[src/hw/rtl/dq_pkg.sv]
package dq_pkg;

	localparam int DEPTH_DEF = 64;
	localparam int DATA_W    = 32;
	localparam int REQ_W     = 2;
	localparam int STAT_W    = 2;
	localparam int FILL_W    = 7;

	typedef enum logic [REQ_W-1:0] {
		REQ_PUSH_FRONT = 2'd0,
		REQ_PUSH_REAR  = 2'd1,
		REQ_POP_FRONT  = 2'd2,
		REQ_POP_REAR   = 2'd3
	} req_t;

	typedef enum logic [STAT_W-1:0] {
		ST_DONE  = 2'd0,
		ST_EMPTY = 2'd1,
		ST_FULL  = 2'd2
	} status_t;

	typedef enum logic [1:0] {
		S_IDLE,
		S_EXEC,
		S_FETCH,
		S_LOAD
	} state_t;

	// Commands from the controller to the datapath.
	typedef struct packed {
		logic latch_req;
		logic exec;
		logic capture_removed;
		logic load_out;
	} ctrl_cmd_t;

	// Status from the datapath to the controller.
	typedef struct packed {
		logic out_busy;
	} dp_sts_t;

endpackage

[src/hw/rtl/dq_if.sv]
interface dq_req_if;
	logic                              valid;
	logic                              ready;
	logic [dq_pkg::REQ_W-1:0]          req_type;
	logic signed [dq_pkg::DATA_W-1:0]  value;

	modport source (output valid, output req_type, output value, input ready);
	modport sink (input valid, input req_type, input value, output ready);
endinterface

interface dq_rsp_if;
	logic                              valid;
	logic                              ready;
	logic signed [dq_pkg::DATA_W-1:0]  removed_value;
	logic [dq_pkg::STAT_W-1:0]         status;
	logic signed [dq_pkg::DATA_W-1:0]  front_value;
	logic signed [dq_pkg::DATA_W-1:0]  rear_value;
	logic                              is_empty;
	logic [dq_pkg::FILL_W-1:0]         fill_count;

	modport source (output valid, output removed_value, output status, output front_value,
		output rear_value, output is_empty, output fill_count, input ready);
	modport sink (input valid, input removed_value, input status, input front_value,
		input rear_value, input is_empty, input fill_count, output ready);
endinterface

[src/hw/rtl/double_ended_queue_top.sv]
// Channel  Direction  Payload                                              Beat when
// req      in         req_type[1:0], value[31:0]                           valid && ready
// rsp      out        removed_value, status, front_value, rear_value,      valid && ready
//                     is_empty, fill_count[6:0]
//
// Each request steps through accept, execute (entry write or removal read), a
// two-port read of the new front and rear entries, and the load of the result register.
// The entry memory with its registered read ports sets these steps.
// Reset (arst_n low) empties the queue at once; the entry memory itself is not cleared.
// A result waits in its register until taken; a new request is accepted meanwhile, and
// only its final load stalls while the earlier result has not been taken.
module double_ended_queue_top #(
	parameter int DEPTH = dq_pkg::DEPTH_DEF
) (
	input  logic        clk,
	input  logic        arst_n,
	dq_req_if.sink      req,
	dq_rsp_if.source    rsp
);

	// Command and status bundles between the sequencer and the storage datapath.
	dq_pkg::ctrl_cmd_t cmd;
	dq_pkg::dp_sts_t   sts;

	// The sequencer owns the request handshake and steps each request through.
	dq_ctrl u_ctrl (
		.clk      (clk),
		.arst_n   (arst_n),
		.in_valid (req.valid),
		.in_ready (req.ready),
		.sts      (sts),
		.cmd      (cmd)
	);

	// The datapath holds the circular store, the pointers, the count and the
	// result register that drives the response channel.
	dq_datapath #(
		.DEPTH (DEPTH)
	) u_datapath (
		.clk           (clk),
		.arst_n        (arst_n),
		.cmd           (cmd),
		.sts           (sts),
		.req_type      (req.req_type),
		.value         (req.value),
		.out_valid     (rsp.valid),
		.out_ready     (rsp.ready),
		.removed_value (rsp.removed_value),
		.status        (rsp.status),
		.front_value   (rsp.front_value),
		.rear_value    (rsp.rear_value),
		.is_empty      (rsp.is_empty),
		.fill_count    (rsp.fill_count)
	);

endmodule

[src/hw/rtl/dq_ctrl.sv]
module dq_ctrl (
	input  logic               clk,
	input  logic               arst_n,
	input  logic               in_valid,
	output logic               in_ready,
	input  dq_pkg::dp_sts_t    sts,
	output dq_pkg::ctrl_cmd_t  cmd
);

	dq_pkg::state_t state_q;
	dq_pkg::state_t state_n;

	always_ff @(posedge clk or negedge arst_n) begin
		if (!arst_n) begin
			state_q <= dq_pkg::S_IDLE;
		end else begin
			state_q <= state_n;
		end
	end

	always_comb begin
		state_n  = state_q;
		in_ready = 1'b0;
		cmd      = '0;
		unique case (state_q)
			dq_pkg::S_IDLE: begin
				in_ready      = 1'b1;
				cmd.latch_req = in_valid;
				if (in_valid) begin
					state_n = dq_pkg::S_EXEC;
				end
			end
			dq_pkg::S_EXEC: begin
				cmd.exec = 1'b1;
				state_n  = dq_pkg::S_FETCH;
			end
			dq_pkg::S_FETCH: begin
				cmd.capture_removed = 1'b1;
				state_n             = dq_pkg::S_LOAD;
			end
			dq_pkg::S_LOAD: begin
				// Hold here while the previous result is still waiting.
				if (!sts.out_busy) begin
					cmd.load_out = 1'b1;
					state_n      = dq_pkg::S_IDLE;
				end
			end
			default: begin
				state_n = dq_pkg::S_IDLE;
			end
		endcase
	end

	a_accept_goes_exec: assert property (@(posedge clk) disable iff (!arst_n)
		(in_valid && in_ready) |=> (state_q == dq_pkg::S_EXEC))
		else $error("accepted request did not move to execute");

	a_load_only_when_free: assert property (@(posedge clk) disable iff (!arst_n)
		cmd.load_out |-> !sts.out_busy)
		else $error("output register loaded while still occupied");

	a_one_cmd: assert property (@(posedge clk) disable iff (!arst_n)
		$onehot0({cmd.latch_req, cmd.exec, cmd.capture_removed, cmd.load_out}))
		else $error("more than one datapath command at once");

endmodule

[src/hw/rtl/dq_datapath.sv]
module dq_datapath #(
	parameter int DEPTH = dq_pkg::DEPTH_DEF
) (
	input  logic                              clk,
	input  logic                              arst_n,
	input  dq_pkg::ctrl_cmd_t                 cmd,
	output dq_pkg::dp_sts_t                   sts,
	input  logic [dq_pkg::REQ_W-1:0]          req_type,
	input  logic signed [dq_pkg::DATA_W-1:0]  value,
	output logic                              out_valid,
	input  logic                              out_ready,
	output logic signed [dq_pkg::DATA_W-1:0]  removed_value,
	output logic [dq_pkg::STAT_W-1:0]         status,
	output logic signed [dq_pkg::DATA_W-1:0]  front_value,
	output logic signed [dq_pkg::DATA_W-1:0]  rear_value,
	output logic                              is_empty,
	output logic [dq_pkg::FILL_W-1:0]         fill_count
);

	localparam int AW = $clog2(DEPTH);
	localparam int CW = $clog2(DEPTH + 1);
	localparam logic [AW-1:0] LAST_IDX = AW'(DEPTH - 1);
	localparam logic [CW-1:0] FULL_CNT = CW'(DEPTH);

	function automatic logic [AW-1:0] wrap_inc(input logic [AW-1:0] i);
		return (i == LAST_IDX) ? '0 : i + AW'(1);
	endfunction

	function automatic logic [AW-1:0] wrap_dec(input logic [AW-1:0] i);
		return (i == '0) ? LAST_IDX : i - AW'(1);
	endfunction

	logic [dq_pkg::DATA_W-1:0] mem [DEPTH];

	dq_pkg::req_t              req_q;
	logic [dq_pkg::DATA_W-1:0] value_q;
	logic [AW-1:0]             front_q;
	logic [AW-1:0]             rear_q;
	logic [CW-1:0]             count_q;
	dq_pkg::status_t           status_q;
	dq_pkg::status_t           exec_status;
	logic [dq_pkg::DATA_W-1:0] rd_a_q;
	logic [dq_pkg::DATA_W-1:0] rd_b_q;
	logic [dq_pkg::DATA_W-1:0] removed_q;
	logic                      is_insert;
	logic                      wr_en;
	logic [AW-1:0]             wr_addr;
	logic [AW-1:0]             rd_addr_a;
	logic [AW-1:0]             rd_addr_b;
	logic                      out_valid_q;

	always_ff @(posedge clk) begin
		if (cmd.latch_req) begin
			req_q   <= dq_pkg::req_t'(req_type);
			value_q <= value;
		end
	end

	assign is_insert = (req_q == dq_pkg::REQ_PUSH_FRONT) || (req_q == dq_pkg::REQ_PUSH_REAR);

	always_comb begin
		exec_status = dq_pkg::ST_DONE;
		if (is_insert && (count_q == FULL_CNT)) begin
			exec_status = dq_pkg::ST_FULL;
		end else if (!is_insert && (count_q == '0)) begin
			exec_status = dq_pkg::ST_EMPTY;
		end
	end

	assign wr_en   = cmd.exec && is_insert && (exec_status == dq_pkg::ST_DONE);
	assign wr_addr = (req_q == dq_pkg::REQ_PUSH_FRONT) ? wrap_dec(front_q) : rear_q;

	// Port A reads the entry being removed during execute, the front otherwise.
	assign rd_addr_a = (cmd.exec && (req_q == dq_pkg::REQ_POP_REAR)) ? wrap_dec(rear_q) : front_q;
	assign rd_addr_b = wrap_dec(rear_q);

	always_ff @(posedge clk) begin
		if (wr_en) begin
			mem[wr_addr] <= value_q;
		end
		rd_a_q <= mem[rd_addr_a];
		rd_b_q <= mem[rd_addr_b];
	end

	always_ff @(posedge clk or negedge arst_n) begin
		if (!arst_n) begin
			front_q <= '0;
			rear_q  <= '0;
			count_q <= '0;
		end else if (cmd.exec && (exec_status == dq_pkg::ST_DONE)) begin
			unique case (req_q)
				dq_pkg::REQ_PUSH_FRONT: begin
					front_q <= wrap_dec(front_q);
					count_q <= count_q + CW'(1);
				end
				dq_pkg::REQ_PUSH_REAR: begin
					rear_q  <= wrap_inc(rear_q);
					count_q <= count_q + CW'(1);
				end
				dq_pkg::REQ_POP_FRONT: begin
					front_q <= wrap_inc(front_q);
					count_q <= count_q - CW'(1);
				end
				dq_pkg::REQ_POP_REAR: begin
					rear_q  <= wrap_dec(rear_q);
					count_q <= count_q - CW'(1);
				end
				default: begin
					count_q <= count_q;
				end
			endcase
		end
	end

	always_ff @(posedge clk) begin
		if (cmd.exec) begin
			status_q <= exec_status;
		end
		if (cmd.capture_removed) begin
			removed_q <= (!is_insert && (status_q == dq_pkg::ST_DONE)) ? rd_a_q : '0;
		end
	end

	always_ff @(posedge clk) begin
		if (cmd.load_out) begin
			removed_value <= removed_q;
			status        <= status_q;
			front_value   <= (count_q == '0) ? '0 : rd_a_q;
			rear_value    <= (count_q == '0) ? '0 : rd_b_q;
			is_empty      <= (count_q == '0);
			fill_count    <= dq_pkg::FILL_W'(count_q);
		end
	end

	always_ff @(posedge clk or negedge arst_n) begin
		if (!arst_n) begin
			out_valid_q <= 1'b0;
		end else if (cmd.load_out) begin
			out_valid_q <= 1'b1;
		end else if (out_ready) begin
			out_valid_q <= 1'b0;
		end
	end

	assign out_valid    = out_valid_q;
	assign sts.out_busy = out_valid_q && !out_ready;

	a_count_bound: assert property (@(posedge clk) disable iff (!arst_n)
		count_q <= FULL_CNT)
		else $error("entry count above depth");

	a_ptr_match: assert property (@(posedge clk) disable iff (!arst_n)
		((count_q == '0) || (count_q == FULL_CNT)) == (front_q == rear_q))
		else $error("pointers disagree with entry count");

	a_reject_keeps_state: assert property (@(posedge clk) disable iff (!arst_n)
		(cmd.exec && (exec_status != dq_pkg::ST_DONE))
		|=> ($stable(count_q) && $stable(front_q) && $stable(rear_q)))
		else $error("rejected request changed the queue");

endmodule

[src/flat_wrapper.sv]
// flat-port wrapper written by rule: the top's interface ports become plain ports
module double_ended_queue_top_flat 
#(
	parameter int DEPTH = dq_pkg::DEPTH_DEF
)
  (clk, arst_n, req_valid, req_req_type, req_value, req_ready, rsp_valid, rsp_removed_value, rsp_status, rsp_front_value, rsp_rear_value, rsp_is_empty, rsp_fill_count, rsp_ready);
  dq_req_if req_i ();
  dq_rsp_if rsp_i ();
  input  logic clk;
  input  logic arst_n;
  input wire logic [$bits(req_i.valid)-1:0] req_valid;
  input wire logic [$bits(req_i.req_type)-1:0] req_req_type;
  input wire logic [$bits(req_i.value)-1:0] req_value;
  output wire logic [$bits(req_i.ready)-1:0] req_ready;
  output wire logic [$bits(rsp_i.valid)-1:0] rsp_valid;
  output wire logic [$bits(rsp_i.removed_value)-1:0] rsp_removed_value;
  output wire logic [$bits(rsp_i.status)-1:0] rsp_status;
  output wire logic [$bits(rsp_i.front_value)-1:0] rsp_front_value;
  output wire logic [$bits(rsp_i.rear_value)-1:0] rsp_rear_value;
  output wire logic [$bits(rsp_i.is_empty)-1:0] rsp_is_empty;
  output wire logic [$bits(rsp_i.fill_count)-1:0] rsp_fill_count;
  input wire logic [$bits(rsp_i.ready)-1:0] rsp_ready;
  assign req_i.valid = req_valid;
  assign req_i.req_type = req_req_type;
  assign req_i.value = req_value;
  assign req_ready = req_i.ready;
  assign rsp_valid = rsp_i.valid;
  assign rsp_removed_value = rsp_i.removed_value;
  assign rsp_status = rsp_i.status;
  assign rsp_front_value = rsp_i.front_value;
  assign rsp_rear_value = rsp_i.rear_value;
  assign rsp_is_empty = rsp_i.is_empty;
  assign rsp_fill_count = rsp_i.fill_count;
  assign rsp_i.ready = rsp_ready;
  double_ended_queue_top #(.DEPTH(DEPTH)) u_core (.clk(clk), .arst_n(arst_n), .req(req_i), .rsp(rsp_i));
endmodule
[config.mk]
export PLATFORM = sky130hd
export DESIGN_NAME = double_ended_queue_top_flat
export DESIGN_NICKNAME = d
export VERILOG_FILES = /design/src/hw/rtl/dq_pkg.sv /design/src/hw/rtl/dq_if.sv /design/src/hw/rtl/double_ended_queue_top.sv /design/src/hw/rtl/dq_ctrl.sv /design/src/hw/rtl/dq_datapath.sv /design/src/flat_wrapper.sv
export SDC_FILE = /design/constraint.sdc
export NUM_CORES = 2
export LEC_CHECK = 0
export BUFFER_PORTS_ARGS = -buffer_cell sky130_fd_sc_hd__buf_2
export CAP_MARGIN = 10
export CORE_UTILIZATION = 48
export DETAILED_ROUTE_END_ITERATION = 16
export SLEW_MARGIN = 30
export SYNTH_ARGS = -nofsm -noshare
export SYNTH_HDL_FRONTEND = slang
export SYNTH_HIERARCHICAL = 1
export SYNTH_SLANG_ARGS = --single-unit
[constraint.sdc]
create_clock -name clk -period 6.7 [get_ports clk]
set_input_delay 0.335 -clock clk [delete_from_list [all_inputs] [get_ports clk]]
set_output_delay 0.335 -clock clk [all_outputs]
set_load 0.02 [all_outputs]
Yosys cells after proc, flatten, opt, wreduce, memory -nomap -nowiden
Memories as Yosys holds them, arrays and structs flattened. A register that Yosys moved wholly into a read port is not among the register bits. Index checks and enable logic that the tools add are counted. W data, S select, Z words.

$add $sub $neg: 6. Multiply operators: 0. Div/mod/pow operators: 0. Order comparisons: 0. Equal/unequal tests: 11. Shift operators: 0. Mux-type cells: 24. Bitwise operators: 0. Reductions and logical operators: 26.

Operators by type and width (count): $mux W6 (6); $pmux W6 S2 (2); $pmux W7 S2 (1); $add A6 B1 Y6 const B (2); $eq A6 B6 Y1 const B (2); $logic_not A6 Y1 (2); $sub A6 B1 Y6 const B (2); $mux W1 (11); $eq A2 B2 Y1 const B (4); $logic_and A1 B1 Y1 (8); $logic_not A2 Y1 (4); $pmux W2 S4 (1); $add A7 B1 Y7 const B (1); $eq A7 B7 Y1 const B (1); $logic_not A7 Y1 (1); $sub A7 B1 Y7 const B (1); $mux W2 (3); $reduce_and A2 Y1 (3); $reduce_bool A2 Y1 (3); $eq A2 B1 Y1 const B (2); $ne A2 B2 Y1 const B (2); $reduce_or A2 Y1 (2); $logic_not A1 Y1 (2); $logic_or A1 B1 Y1 (1).

Register bits: 196. Latch bits: 0. Bits in writable memories: 2048. Bits in read-only memories: 0. Bits of input ports: 38. Logic and storage cells: 83. Memories: 1.

Memory list: u_core.u_datapath.mem (depth 64, bits a word 32, read ports 2, clocked after memory_dff 2, wr ports 1, line dq_datapath.sv:33) `logic [dq_pkg::DATA_W-1:0] mem [DEPTH];`.

Longest topological paths before layout
Depth after elaboration: 10. Gate-level depth with buffers: 16. Gate-level depth less buffers: 10.

Cells and area by module
Netlist, hierarchy kept.

Modules (own cells, without submodules): dq_datapath (times used 1, cells each 6640, area an instance 103377.9 µm², sequential area each 68505.7 µm²); dq_ctrl (times used 1, cells each 16, area an instance 173.9 µm², sequential area each 50.0 µm²).

Least setup slack after synthesis
Ideal clock, no wire load.

Path kind: register to register. From: register u_core.u_datapath.out_valid_q (netlist: u_core/u_datapath/out_valid). To: register u_core.u_datapath.out_valid_q (netlist: u_core/u_datapath/out_valid). Data arrival time: 5.866 ns. Slack: 0.741 ns. Stages on the path, launching flop included: 4. Period minus slack after synthesis: 5.959 ns. Path through: dfrtp_1 > nor2b_1 > nor2b_1 > or2_2.

RTL lines: start, declared (line dq_datapath.sv:50) `logic out_valid_q;`; start signal, assigned (line dq_datapath.sv:137) `out_valid_q <= 1'b0;`; start signal, assigned (line dq_datapath.sv:139) `out_valid_q <= 1'b1;`; start signal, assigned (line dq_datapath.sv:141) `out_valid_q <= 1'b0;`.

==> summary.md <==
| Metric | Value |
|---|---|
| Status | complete, no violations |
| Crit path DAT | 5.67 ns |
| Syn_area_per_cell | roughly 16 um^2 |
| R2R setup slack | 1.79 ns |
| Placed Instances | 9427 |
| H-tree depth | 4 |
| Most frequent cells in the layout | edfxtp_1 (2222), nand2_1 (1152), mux4_2 (683), nand3_1 (320), a22oi_1 (304) |
| Most common cell after layout, fill and taps aside | edfxtp_1 |
| Crit start category | register |
| Antenna violations before repair | 18 |
| Layout cell share with drive strength beyond 1 | a little under a quarter |
| Avg WL per Cell | between 30 and 40 um |
| Final ANT Viol Nets | 0 |
| Dominant synthesized flop cell | edfxtp_1 |
| VDD IR max | 0.780 mV |
| Ports | 146 |
| Cell Count, Final, Fillers Out | 9920 |
| Vias in the first global route | between 60000 and 70000 |
| RSZ-0062 raised after global routing | no |
| Mapped cell area | 104000 um^2 |
| R2R cell count | 11 |
| TNS Setup | 0 ns |
| Final period util | 73.4% |
| Initial Util | 48.3% |
| Synth Warn # | 6 |
| TritonCTS Sinks | 2308 |
| Die X-Extent | 466 um |
| Nets | 6923 |
| Syn_nets | approximately 6700 |
| Clk buf depth | 3 |
| CTS tree | yes |
| PD cells | 513 nW/um^2 |
| Core footprint | 214000 um^2 |
| Worst skew pair latency | between 0.9 and 1 ns |
| Root buf cell | clkbuf_16 |
| Post-synth EDFFs | around 2200 |
| First-pass GRT wire length | approximately 530 mm |
| Worst setup path class | register to register |
| Area Growth Syn to Fin | 14.3% |
| Hold Slack | 0.0353 ns |
| CP endpoint kind | register |
| #FFs+latches synth | about 2300 |
| Worst Tran Pin Value | 1.15 ns |
| Num rows | 170 |
| PostCTS Resize Cnt | 0 |
| Via count | between 70000 and 80000 |
| Final Hold Fails | 0 |
| Dpl ws | 1.80 ns |
| Clock Skew | 0.0721 ns |
| MaxCap Viol Count | 0 |
| PortBufs | around 150 |
| Register area share after synthesis | 66.2% |
| Final setup fails | 0 |
| Grt ovf | 0 |
| GRT Util Overall | 35.0% |
| Worst setup slack after layout | 1.79 ns |
| Slew Limit Fails | 0 |
| Critical Path RT | about 7.5 ns |
| CTS Buf Count | about 240 |
| Post-Syn Instances | 6656 |
| Slew headroom | 23.4% |
| Ys async rst share | 0.953% |
| Fmax | ~200 MHz |
| Lkg Pwr | about 39 nW |
| Post-CTS Hold Buffers | 39 |
| First-pass DRT Iterations | 9 |
| Setup bufs post-CTS | 0 |
| Total wire length | 383 mm |
| GP Congestion | 0.908 |
| Largest net degree at the start of global routing | 122 |
| Post-layout min period | just under 5 ns |
| Die Y | approximately 470 um |
| Netlist cell types | 73 |
| Drc violations | 0 |
| Die ar. | about 220000 um^2 |
| Post-DP HPWL | 225 mm |
| CP Max Fanout | between 70 and 80 |
| Worst Hold Class | primary input to async pin |
| Clock slew at reported path FFs | 0.06 ns |
| Final Core Density | approximately 55% |
| Via density | 7.11 |
| DRT iter0 DRCs | 12100 |
[worst max-delay path: stages (launching register included)]
cell	delay [ns]
dfrtp_1	0.41
inv_1	0.11
ha_1	0.34
and3_1	0.37
o211ai_2	0.27
nand2_8	0.73
buf_4	0.50
buf_4	0.48
mux4_2	0.57
a22oi_1	0.23
a21oi_1	0.10
or4_1	0.57
[report_power, final]
group	switching [mW]	total, mW	internal, mW
combinational	18.8	29.0	10.2
sequential	0.799	18.1	17.3
clock	5.80	13.7	7.92
[layer usage]
layer	global-route usage, %	vias up	wire length, um
met5	0.373	-	141
met2	51.0	5913	166000
li1	-	27200	-
met4	17.9	8	23200
met1	47.9	36300	139000
met3	10.0	1128	55400
[through the flow]
step	total power, mW	area [um^2]
final	60.7	118000
after detailed placement	46.3	110000
after CTS	59.9	118000
after global routing	62.2	118000
after global placement	46.0	109000
after floorplan	35.7	104000
[cells in the mapped netlist, drive strengths merged (5+ instances only)]
master | instances | area share [%]
o32ai | 5 | 0.042
a31oi | 109 | 0.66
xnor2 | 11 | 0.093
inv | 10 | 0.036
nor2 | 143 | 0.52
ha | 16 | 0.19
nor3 | 14 | 0.068
and3 | 71 | 0.43
a21oi | 252 | 1.2
a22oi | 305 | 2.2
o22ai | 20 | 0.12
nand2b | 7 | 0.042
a2111oi | 28 | 0.24
mux2 | 6 | 0.065
or3 | 9 | 0.054
dfrtp | 22 | 0.53
nor2b | 71 | 0.43
o211ai | 11 | 0.085
or2 | 6 | 0.036
buf | 193 | 0.87
a221oi | 9 | 0.076
a221o | 5 | 0.048
a311oi | 49 | 0.41
nand4 | 23 | 0.14
edfxtp | 2222 | 64
o2111ai | 16 | 0.14
dfxtp | 64 | 1.2
and2 | 42 | 0.25
o221ai | 16 | 0.14
a32oi | 64 | 0.54
a211oi | 7 | 0.051
mux4 | 683 | 15
nand3 | 321 | 1.6
a21o | 8 | 0.058
nand2 | 1158 | 4.2
mux2i | 171 | 1.7
clkbuf | 314 | 1.1
nor4 | 7 | 0.042
nor3b | 6 | 0.043
or4 | 29 | 0.21
a32o | 14 | 0.14
o21ai | 89 | 0.43
[cell type report]
type | instances | area, um^2
fill | 16800 | 96100
sequential | 2308 | 68600
multi-input combinational | 3831 | 33700
clock buffer | 323 | 6550
timing repair buffer | 481 | 4510
tap | 2838 | 3550
clock inverter | 122 | 1460
inverter | 10 | 37.5
antenna | 7 | 17.5
[cell families (layout without fill, tap and decap cells)]
| family | count (synthesis) | in the layout | share of synthesized area (%) |
|---|---|---|---|
| AOI/OAI and AO/OA | 1029 | 1029 | 6.80 |
| xor gates and xnor gates | 12 | 12 | 0.101 |
| adders and majority gates | 17 | 17 | 0.213 |
| buffers and inverters | 517 | 936 | 2.04 |
| DFF | 2308 | 2308 | 66.2 |
| muxes | 860 | 860 | 16.6 |
| other | 0 | 7 | 0 |
| and+or+nand+nor | 1913 | 1913 | 8.07 |
[final timing paths]
| kind | start | endpoint |
|---|---|---|
| worst max-delay path | u_core/u_ctrl/state_q[1]$_DFFE_PN0P_ | u_core/u_datapath/rd_a_q[23]$_DFF_P_ |
| worst min register to register | u_core/u_datapath/removed_q[14]$_SDFFCE_PN0P_ | u_core/u_datapath/removed_value[14]$_DFFE_PP_ |
| worst min-delay path | arst_n | u_core/u_datapath/count_q[3]$_DFFE_PN0P_ |
| max in group asynchronous | arst_n | u_core/u_datapath/front_q[3]$_DFFE_PN0P_ |
| worst max register to register | u_core/u_ctrl/state_q[1]$_DFFE_PN0P_ | u_core/u_datapath/rd_a_q[23]$_DFF_P_ |
| min in group clk | req_value[30] | u_core/u_datapath/value_q[30]$_DFFE_PP_ |
[flip-flops by register name, indices dropped and copies added (netlist names), 7 cells and up]
name / count
u_core/u_datapath/count_q: 7
u_core/u_datapath/fill_count: 7
u_core/u_datapath/front_value: 32
u_core/u_datapath/mem: 2048
u_core/u_datapath/rd_a_q: 32
u_core/u_datapath/rd_b_q: 32
u_core/u_datapath/rear_value: 32
u_core/u_datapath/removed_q: 32
u_core/u_datapath/removed_value: 32
u_core/u_datapath/value_q: 32
Power figures use the tool's default switching activity.
